===== src/design/fbpa_pkg.sv =====
// Package for the fixed-size block pool allocator.
// Holds command and status codes, register indexes and field widths.
// No dependencies.
`default_nettype none

package fbpa_pkg;

  localparam int unsigned IdxW    = 8;
  localparam int unsigned OffW    = 20;
  localparam int unsigned CountW  = 9;
  localparam int unsigned SizeW   = 13;
  localparam int unsigned CfgW    = 13;
  localparam int unsigned CfgIdxW = 1;
  localparam int unsigned OutW    = 40;

  localparam logic [SizeW-1:0] MaxBlockSize   = 13'd4096;
  localparam logic [SizeW-1:0] ResetBlockSize = 13'd64;
  localparam logic [CountW-1:0] ResetNumBlocks = 9'd8;

  typedef enum logic {
    CMD_ALLOC = 1'b0,
    CMD_FREE  = 1'b1
  } cmd_e;

  typedef enum logic [1:0] {
    ST_OK     = 2'd0,
    ST_EMPTY  = 2'd1,
    ST_RANGE  = 2'd2,
    ST_DOUBLE = 2'd3
  } status_e;

  typedef enum logic [CfgIdxW-1:0] {
    REG_BLOCK_SIZE = 1'b0,
    REG_NUM_BLOCKS = 1'b1
  } reg_idx_e;

endpackage

`default_nettype wire


===== src/design/fixed_block_pool_allocator.sv =====
// Fixed-size block pool allocator with a LIFO free list.
// Depends on fbpa_pkg and fbpa_ram.
//
// Input stream: tuser carries the command (0 allocate, 1 free), tdata the
// block index to free. Output stream: one result word per input word with
// granted index, byte offset, status and free count.
// An accepted word sits in an input register and is then resolved into
// the output register when the receiver is ready. After every resolved
// word, and after every reinitialisation, the block pauses while the link
// RAM read of the new list head settles, so words are never resolved back
// to back; the registered read port of the link RAM makes this pause
// necessary.
// When the receiver stalls, the result holds in the output register and
// one more word may wait in the input register; further words back up.
// Reset (or any write of a valid register index) makes every block free:
// blocks go out from the highest index down, freed blocks are reused
// first. Write configuration only while the block is idle.
`default_nettype none

module fixed_block_pool_allocator
  import fbpa_pkg::*;
#(
  parameter int unsigned MAX_BLOCKS = 256
) (
  input  wire logic               clk_i,
  input  wire logic               rst_ni,
  input  wire logic               s_axis_tvalid,
  output logic                    s_axis_tready,
  input  wire logic [IdxW-1:0]    s_axis_tdata,   // [7:0] block_index
  input  wire logic               s_axis_tuser,   // [0] cmd
  output logic                    m_axis_tvalid,
  input  wire logic               m_axis_tready,
  output logic      [OutW-1:0]    m_axis_tdata,   // [7:0] granted_index,
                                                  // [27:8] byte_offset,
                                                  // [29:28] status,
                                                  // [38:30] free_count
  input  wire logic               cfg_we_i,
  input  wire logic [CfgIdxW-1:0] cfg_addr_i,
  input  wire logic [CfgW-1:0]    cfg_wdata_i
);

  localparam int unsigned Depth = (MAX_BLOCKS < 256) ? MAX_BLOCKS : 256;
  localparam int unsigned Aw    = $clog2(Depth);
  localparam logic [CountW-1:0] CountCap = CountW'(Depth);

  logic [SizeW-1:0]  block_size_q, block_size_d;
  logic [CountW-1:0] num_blocks_q, num_blocks_d;
  logic [Aw-1:0]     head_q, head_d;
  logic [CountW-1:0] untouched_q, untouched_d;
  logic [CountW-1:0] free_q, free_d;
  logic [Depth-1:0]  in_use_q, in_use_d;
  logic              settle_q;

  logic              in_full_q;
  cmd_e              cmd_q;
  logic [IdxW-1:0]   idx_q;

  logic              out_valid_q;
  logic [OutW-1:0]   out_data_q, out_data_d;

  logic              proc;
  logic              reinit;
  logic [CountW-1:0] eff_count;
  logic [CountW-1:0] eff_count_new;
  logic [SizeW-1:0]  eff_size;
  logic [Aw-1:0]     link_rdata;
  logic              link_we;
  logic [Aw-1:0]     idx_low;
  logic [IdxW-1:0]   gi;
  logic              got;
  status_e           status;
  logic [IdxW+SizeW-1:0] product;

  assign proc = in_full_q & ~settle_q & (~out_valid_q | m_axis_tready);
  assign s_axis_tready = ~in_full_q | proc;
  assign m_axis_tvalid = out_valid_q;
  assign m_axis_tdata  = out_data_q;

  assign eff_count     = (num_blocks_q > CountCap) ? CountCap : num_blocks_q;
  assign eff_count_new = (num_blocks_d > CountCap) ? CountCap : num_blocks_d;
  assign eff_size      = (block_size_q > MaxBlockSize) ? MaxBlockSize : block_size_q;
  assign idx_low       = idx_q[Aw-1:0];

  always_comb begin
    block_size_d = block_size_q;
    num_blocks_d = num_blocks_q;
    reinit       = 1'b0;
    if (cfg_we_i) begin
      unique case (reg_idx_e'(cfg_addr_i))
        REG_BLOCK_SIZE: begin
          block_size_d = cfg_wdata_i;
          reinit       = 1'b1;
        end
        REG_NUM_BLOCKS: begin
          num_blocks_d = cfg_wdata_i[CountW-1:0];
          reinit       = 1'b1;
        end
        default: ;
      endcase
    end
  end

  always_comb begin
    head_d      = head_q;
    untouched_d = untouched_q;
    free_d      = free_q;
    in_use_d    = in_use_q;
    link_we     = 1'b0;
    gi          = '0;
    got         = 1'b0;
    status      = ST_OK;
    if (reinit) begin
      head_d      = '0;
      untouched_d = eff_count_new;
      free_d      = eff_count_new;
      in_use_d    = '0;
    end else if (proc) begin
      unique case (cmd_q)
        CMD_ALLOC: begin
          priority if (free_q > untouched_q) begin
            gi               = IdxW'(head_q);
            head_d           = link_rdata;
            in_use_d[head_q] = 1'b1;
            free_d           = free_q - 1'b1;
            got              = 1'b1;
          end else if (untouched_q != '0) begin
            untouched_d                 = untouched_q - 1'b1;
            gi                          = untouched_d[IdxW-1:0];
            in_use_d[untouched_d[Aw-1:0]] = 1'b1;
            free_d                      = free_q - 1'b1;
            got                         = 1'b1;
          end else begin
            status = ST_EMPTY;
          end
        end
        CMD_FREE: begin
          priority if ({1'b0, idx_q} >= eff_count) begin
            status = ST_RANGE;
          end else if (!in_use_q[idx_low]) begin
            status = ST_DOUBLE;
          end else begin
            link_we           = 1'b1;
            head_d            = idx_low;
            in_use_d[idx_low] = 1'b0;
            free_d            = free_q + 1'b1;
          end
        end
        default: ;
      endcase
    end
  end

  assign product = {{SizeW{1'b0}}, gi} * {{IdxW{1'b0}}, eff_size};

  always_comb begin
    out_data_d = '0;
    out_data_d[IdxW-1:0]          = got ? gi : '0;
    out_data_d[IdxW+OffW-1:IdxW]  = got ? product[OffW-1:0] : '0;
    out_data_d[IdxW+OffW+1:IdxW+OffW] = status;
    out_data_d[IdxW+OffW+2+CountW-1:IdxW+OffW+2] = free_d;
  end

  fbpa_ram #(
    .WIDTH(Aw),
    .DEPTH(Depth)
  ) u_link_ram (
    .clk_i  (clk_i),
    .we_i   (link_we),
    .waddr_i(idx_low),
    .wdata_i(head_q),
    .raddr_i(head_q),
    .rdata_o(link_rdata)
  );

  always_ff @(posedge clk_i or negedge rst_ni) begin
    if (!rst_ni) begin
      block_size_q <= ResetBlockSize;
      num_blocks_q <= ResetNumBlocks;
      head_q       <= '0;
      untouched_q  <= (ResetNumBlocks > CountCap) ? CountCap : ResetNumBlocks;
      free_q       <= (ResetNumBlocks > CountCap) ? CountCap : ResetNumBlocks;
      in_use_q     <= '0;
      settle_q     <= 1'b0;
      in_full_q    <= 1'b0;
      out_valid_q  <= 1'b0;
    end else begin
      block_size_q <= block_size_d;
      num_blocks_q <= num_blocks_d;
      head_q       <= head_d;
      untouched_q  <= untouched_d;
      free_q       <= free_d;
      in_use_q     <= in_use_d;
      settle_q     <= proc | reinit;
      if (s_axis_tvalid && s_axis_tready) begin
        in_full_q <= 1'b1;
      end else if (proc) begin
        in_full_q <= 1'b0;
      end
      if (proc) begin
        out_valid_q <= 1'b1;
      end else if (m_axis_tready) begin
        out_valid_q <= 1'b0;
      end
    end
  end

  always_ff @(posedge clk_i) begin
    if (s_axis_tvalid && s_axis_tready) begin
      cmd_q <= cmd_e'(s_axis_tuser);
      idx_q <= s_axis_tdata;
    end
    if (proc) begin
      out_data_q <= out_data_d;
    end
  end

endmodule

`default_nettype wire


===== src/design/fbpa_ram.sv =====
// Generic single-write, single-read RAM with registered read data.
// Used for the free-list link storage. No dependencies.
`default_nettype none

module fbpa_ram #(
  parameter int unsigned WIDTH = 8,
  parameter int unsigned DEPTH = 256
) (
  input  wire logic                     clk_i,
  input  wire logic                     we_i,
  input  wire logic [$clog2(DEPTH)-1:0] waddr_i,
  input  wire logic [WIDTH-1:0]         wdata_i,
  input  wire logic [$clog2(DEPTH)-1:0] raddr_i,
  output logic      [WIDTH-1:0]         rdata_o
);

  logic [WIDTH-1:0] mem_q [DEPTH];

  always_ff @(posedge clk_i) begin
    if (we_i) begin
      mem_q[waddr_i] <= wdata_i;
    end
    rdata_o <= mem_q[raddr_i];
  end

endmodule

`default_nettype wire

===== config.mk =====
export PLATFORM = sky130hd
export DESIGN_NAME = fixed_block_pool_allocator
export DESIGN_NICKNAME = d
export VERILOG_FILES = /design/src/design/fbpa_pkg.sv /design/src/design/fixed_block_pool_allocator.sv /design/src/design/fbpa_ram.sv
export SDC_FILE = /design/constraint.sdc
export NUM_CORES = 2
export LEC_CHECK = 0
export ABC_CLOCK_PERIOD_IN_PS = 10700
export BUFFER_PORTS_ARGS = -buffer_cell sky130_fd_sc_hd__buf_2
export CORE_ASPECT_RATIO = 0.9
export CORE_MARGIN = 5
export CORE_UTILIZATION = 30
export CTS_CLUSTER_SIZE = 14
export DETAILED_ROUTE_END_ITERATION = 10
export HOLD_SLACK_MARGIN = 0.05
export SLEW_MARGIN = 30
export SYNTH_ARGS = -nofsm -noshare
export SYNTH_HDL_FRONTEND = slang
export SYNTH_SLANG_ARGS = --single-unit
export TNS_END_PERCENT = 1

===== constraint.sdc =====
create_clock -name clk_i -period 10.7 [get_ports clk_i]
set_clock_uncertainty 0.15 [all_clocks]
set_input_delay 3.21 -clock clk_i [delete_from_list [all_inputs] [get_ports clk_i]]
set_output_delay 3.21 -clock clk_i [all_outputs]
set_load 0.005 [all_outputs]

# ---- Word-level counts from Yosys, hierarchy flattened
# Memories as Yosys holds them, arrays and structs flattened. A register that Yosys moved wholly into a read port is not among the register bits.
# Index checks and enable logic that the tools add are counted.
dict set report word_totals {
  output_inout_bits 42
  inputBits 28
  latch_bits 0
  rom_bits 0
  ram_bits 2048
  n_memories 1
  register_bits 355
}
dict set report op_classes {
  div 0
  multipliers 1
  n_mux 65
  n_reduce_logical 13
  order_cmp 11
  add_sub_neg 3
  bitwise_logic 14
  n_shift 0
  n_eq_ne 6
}
# name words word_bits rd rd_ports_with_merged_regs wr line
set memory_table {}
lappend memory_table {u_link_ram.mem_q 256 8 1 1 1 fbpa_ram.sv:17} ;# logic [WIDTH-1:0] mem_q [DEPTH];
# op n
set op_table {}
lappend op_table {{$mux 256} 6}
lappend op_table {{$or 256x256->256} 2}
lappend op_table {{$pmux 256 s2} 1}
lappend op_table {{$and 256x256->256} 1}
lappend op_table {{$not 256->256} 1}
lappend op_table {{$mux 9} 15}
lappend op_table {{$mux 8} 10}
lappend op_table {{$lt 8x9->1 const B} 3}
lappend op_table {{$demux 1 s8} 3}
lappend op_table {{$ge 8x1->1 const B} 3}
lappend op_table {{$mux 1} 23}
lappend op_table {{$mul 8x13->20} 1}
lappend op_table {{$gt 9x9->1 const B} 2}
lappend op_table {{$pmux 9 s2} 1}
lappend op_table {{$sub 9x1->9 const B} 2}
lappend op_table {{$pmux 8 s2} 1}
lappend op_table {{$gt 13x13->1 const B} 1}
lappend op_table {{$mux 13} 1}
lappend op_table {{$reduce_and 4->1} 3}
lappend op_table {{$add 9x1->9 const B} 1}
lappend op_table {{$ge 8x9->1} 1}
lappend op_table {{$gt 9x9->1} 1}
lappend op_table {{$reduce_bool 9->1} 1}
lappend op_table {{$bmux 1 s8} 1}
lappend op_table {{other kinds (13)} 28}

# ---- Depth between registers and ports, before layout
dict set report depth {
  depth_word 11
  depth_mapped 31
}

# ---- By module
# Synthesis repeated with hierarchy kept, for this count alone.
dict set report hier_totals {
  cells_unflattened 6235
  area_unflattened_um2 103804.6
}
# mod area_each_um2 seq_area_each_um2 instances cells_each
set by_module_without_submodules {}
lappend by_module_without_submodules {fbpa_ram 79556.3 61659.1 1 3733}
lappend by_module_without_submodules {fixed_block_pool_allocator 24248.3 9128.8 1 2502}

# ---- Least setup slack after synthesis
# No wires, ideal clock.
dict set report synth_timing {
  kind {reg2reg}
  start {reg head_q[2]}
  end {reg out_data_q[27], in the netlist m_axis_tdata[27], data pin}
  setup_time_ns 0.254
  setup_slack_ns 1.042
  required_time_ns 10.296
  arrival_time_ns 9.254
  path_buffers 6
  stages_incl_launch_ff 23
  path_cell_list {dfrtp_1 -> clkbuf_1 -> buf_2 -> clkbuf_1 -> buf_1 -> clkbuf_1 -> o211ai_1 -> clkbuf_1 -> nor2_1 -> fa_1 -> inv_1 -> fa_1 -> fa_1 -> fa_1 -> inv_1 -> ha_1 -> a21boi_0 -> o211ai_1 -> a31oi_1 -> a31oi_1 -> o21ai_0 -> a211o_1 -> nand2_1}
}
dict set report synth_between {
  elab_chain_len 5
}
# element line
set synth_lines {}
lappend synth_lines {{start: declaration} fixed_block_pool_allocator.sv:48} ;# logic [Aw-1:0] head_q, head_d;
lappend synth_lines {{start signal: assignment} fixed_block_pool_allocator.sv:179} ;# head_q <= '0;
lappend synth_lines {{start signal: assignment} fixed_block_pool_allocator.sv:189} ;# head_q <= head_d;
lappend synth_lines {{$mux 8} fixed_block_pool_allocator.sv:120} ;# priority if (free_q > untouched_q) begin
lappend synth_lines {{$mux 8} fixed_block_pool_allocator.sv:118} ;# unique case (cmd_q)
lappend synth_lines {{$mux 8} fixed_block_pool_allocator.sv:117} ;# end else if (proc) begin
lappend synth_lines {{$mux 8} fixed_block_pool_allocator.sv:112} ;# if (reinit) begin
lappend synth_lines {{$mul 8x13->20} fixed_block_pool_allocator.sv:153} ;# assign product = {{SizeW{1'b0}}, gi} * {{IdxW{1'b0}}, eff_size};
lappend synth_lines {{end signal: assignment} fixed_block_pool_allocator.sv:213} ;# out_data_q <= out_data_d;
lappend synth_lines {{end: declaration} fixed_block_pool_allocator.sv:59} ;# logic [OutW-1:0] out_data_q, out_data_d;
# Every way passes these cells.
# A chain may end at the register's enable or synchronous reset.

# ---- Worst setup path in the final report
dict set report layout_timing {
  start {in cfg_we_i}
  end {reg out_data_q[27], in the netlist m_axis_tdata[27], data pin}
}
dict set report layout_between {
  elab_chain_len 3
  elab_cells_between_ends 4
  classes_between {1 x mul; 3 x mux}
}
# element line
set layout_lines {}
lappend layout_lines {{start: declaration} fixed_block_pool_allocator.sv:37} ;# input wire logic cfg_we_i,
lappend layout_lines {{$mux 1 (*)} fixed_block_pool_allocator.sv:88} ;# if (cfg_we_i) begin
lappend layout_lines {{$mux 8} fixed_block_pool_allocator.sv:112}
lappend layout_lines {{$mul 8x13->20} fixed_block_pool_allocator.sv:153}
# Every way passes the cells marked *; elsewhere a longest branch is shown, timed or not.

==> results.json <==
{
  "routed_wl_um": 292000,
  "drtIter0Drc": 7773,
  "dieArea_um2": 354000,
  "fin_tns_setup_ns": 0,
  "synth.distinct_cells": 85,
  "grt_usage_pct": 16.0,
  "final_util_pct": 34.0,
  "clk_pin_slew_ns": 0.06,
  "synth_ff_type": "edfxtp_1",
  "final_hold_viol_count": 0,
  "rsz0062_at_grt": "no",
  "syn_inst": 5799,
  "gp_congestion": 0.936,
  "dp.cells": 10100,
  "ys_seq_area_share_pct": 69.0,
  "dieHeight_um": 565,
  "irDropWorstVdd_mv": 0.145,
  "clkLatencyLatePin_ns": 0.94,
  "grt_pass1_wl_um": 420000,
  "layout-drive-gt1-share_pct": 22.5,
  "maxSlewViolCount": 0,
  "pin_count": 70,
  "layout.nets": 5995,
  "area_growth_syn_to_layout_pct": 12.8,
  "synth-edff-count": 2096,
  "route.detailed.drc": 0,
  "ant_nets": 0,
  "cts_max_path_buffers": 4,
  "cp-end-kind": "flip-flop",
  "p_leak_nw": 37.8,
  "syn_nets": 5954,
  "p_per_area_nw_per_um2": 184,
  "dp_hpwl_um": 179000,
  "path_cells": "buf_2 -> inv_8 -> nand3_1 -> a21oi_4 -> o211ai_1 -> buf_4 -> nor2_1 -> fa_1 -> inv_1 -> fa_1 -> fa_1 -> fa_1 -> inv_1 -> ha_1 -> a21boi_0 -> o211ai_1 -> a31oi_1 -> a31oi_1 -> o21ai_0 -> a211o_1 -> nand2_1",
  "routedWlPerCell_um": 27.7,
  "outcome": "finished clean",
  "drtPass1Iterations": 9,
  "coreArea_um2": 340000,
  "h-tree-depth": 4,
  "detailedPlace.worstSlack_ns": 1.01,
  "routed_via_density": 5.51,
  "syn_avg_cell_area_um2": 17.7,
  "cts_hold_buf": 0,
  "ys_async_sr_fraction_pct": 12.7,
  "die_x_um": 627,
  "critPathBufInv": 5,
  "synth_area_um2": 103000,
  "cp-start-kind": "input port",
  "tightest_slew_ns": 1.22,
  "yosys_warnings": 0,
  "fin_cells": 10500,
  "required_ns": 11.15,
  "cpMaxStageDelayCell": "fa_1",
  "grt_pass1_vias": 57500,
  "period_share_pct": 82.7,
  "cp_top_family": "compound AO/OA/AOI/OAI gates",
  "cpMostUsedCell": "fa_1",
  "cts_tree": "built",
  "cts_buffers": 232,
  "setup_violations": 0,
  "num_rows": 203,
  "root_buffer": "clkbuf_16",
  "fin_ws_ns": 1.85,
  "antenna_found_initial": 10,
  "start_util_pct": 30.2,
  "period_minus_slack_ns": 8.85,
  "overflow": 0,
  "vias": 58000,
  "holdCritPathClass": "flip-flop to flip-flop",
  "critPathMaxFanout": 69,
  "cpPeakStageDelay_ns": 0.54,
  "cap_violations": 0,
  "max_freq_mhz": 113,
  "clock-sinks": 2411,
  "crit_type": "input port to flip-flop",
  "cts_resized": 0,
  "critPathArrivalTime_ns": 9.30,
  "ff2ff_setup_slack_ns": 2.89,
  "portBuffers": 68,
  "synth-seq-cells": 2411,
  "post-cts-setup-buffer-count": 0,
  "grt_max_degree": 199,
  "max_slew_margin_pct": 18.3
}
-- worst paths after layout --
path / startpoint / end / cells past startpoint
worst max-delay path: cfg_we_i / m_axis_tdata[27] / 21
worst min-delay path: block_size_q[0] / block_size_q[0] / 1
worst max register to register: free_q[5] / m_axis_tdata[27] / 24
worst min register to register: block_size_q[0] / block_size_q[0] / 1
max in group asynchronous: rst_ni / in_use_q[252] / 3
min in group asynchronous: rst_ni / num_blocks_q[8] / 1
-- per-layer routing --
| layer | wire (µm) | GRT usage [%] |
|---|---|---|
| met1 | 122000 | 23.0 |
| met2 | 129000 | 23.6 |
| met3 | 29600 | 4.19 |
| met4 | 10300 | 5.34 |
| met5 | 15 | 0 |
-- power by group --
part,internal (mW),leakage (nW),total [mW],switching (mW)
clock,4.53,3.56,8.05,3.52
combinational,0.869,9.69,2.69,1.82
sequential,10.5,24.5,10.6,0.122
-- cell usage after synthesis, drive strengths merged (76+ instances only) --
cell    instances  area share [%]
dfrtp         303             7.4
inv           120            0.44
buf           148            0.76
o21ai         166            0.82
a21oi          91            0.44
nor2          484             1.8
nand2         315             1.2
edfxtp       2096              61
o211ai        226             1.7
clkbuf        261            0.95
mux4          697              15
o22a           76            0.65
a22oi         108            0.79
-- metrics by stage --
step | total power, mW | hold WS (ns) | instance area [µm²]
floorplan | 12.4 | 0.315 | 103000
global placement | 13.4 | 0.349 | 108000
detailed placement | 13.4 | 0.356 | 108000
CTS | 21.4 | 0.373 | 116000
global route | 22.0 | 0.392 | 116000
finish | 21.3 | 0.373 | 116000
-- flip-flops by register name, summed over array words and instances (netlist names), 9 cells and up --
| signal | cells |
|---|---|
| u_link_ram.mem_q | 2048 |
| untouched_q | 9 |
| in_use_q | 256 |
| m_axis_tdata | 39 |
| free_q | 9 |
| block_size_q | 13 |
| num_blocks_q | 9 |
-- cell families (layout without fill, tap and decap cells) --
family / count (synthesis) / after routing / share of synthesized area, %
compound gates: 882 / 882 / 6.18
xor+xnor: 17 / 17 / 0.145
fa+ha+maj: 127 / 127 / 2.02
buf+inv: 529 / 740 / 2.15
flops: 2411 / 2411 / 69.0
mux: 770 / 770 / 16.1
other cells: 1 / 5 / 0.00365
simple gates: 1062 / 1062 / 4.47
-- cell type report --
class,count,area (µm²)
Sequential cell,2411,70800
Tap cell,4510,5640
Timing Repair Buffer,216,1700
Clock buffer,285,6120
Clock inverter,119,1110
Fill cell,32000,225000
Antenna cell,4,10.0
Inverter,120,458
Multi-Input combinational cell,2859,29900
-- layout by cell type (no fill, tap or decap), types with 11 or more instances in the layout --
master     instances
buf_2             68
o21ai_0          159
nand3_1           55
nor2_1           475
o211ai_1         216
buf_12            11
or3_1             18
dfrtp_1          295
fa_1              65
or2_2             14
nor3_1            30
edfxtp_1        2096
inv_1            117
o221ai_1          60
and2_1            16
clkinv_2          40
nand2_2           13
buf_4            126
a21oi_1           90
clkbuf_16        235
clkbuf_1          45
nand2b_1          24
nand2_1          300
a22oi_1          108
mux2_2            32
mux2i_1           41
nor2b_1           24
clkinv_1          51
o211a_1           17
o311ai_0          11
nand4_1           25
o22ai_1           35
mux4_2           694
bufinv_16         21
ha_1              62
xnor2_1           14
o22a_1            76
No activity file was read; power rests on OpenSTA's default activity.
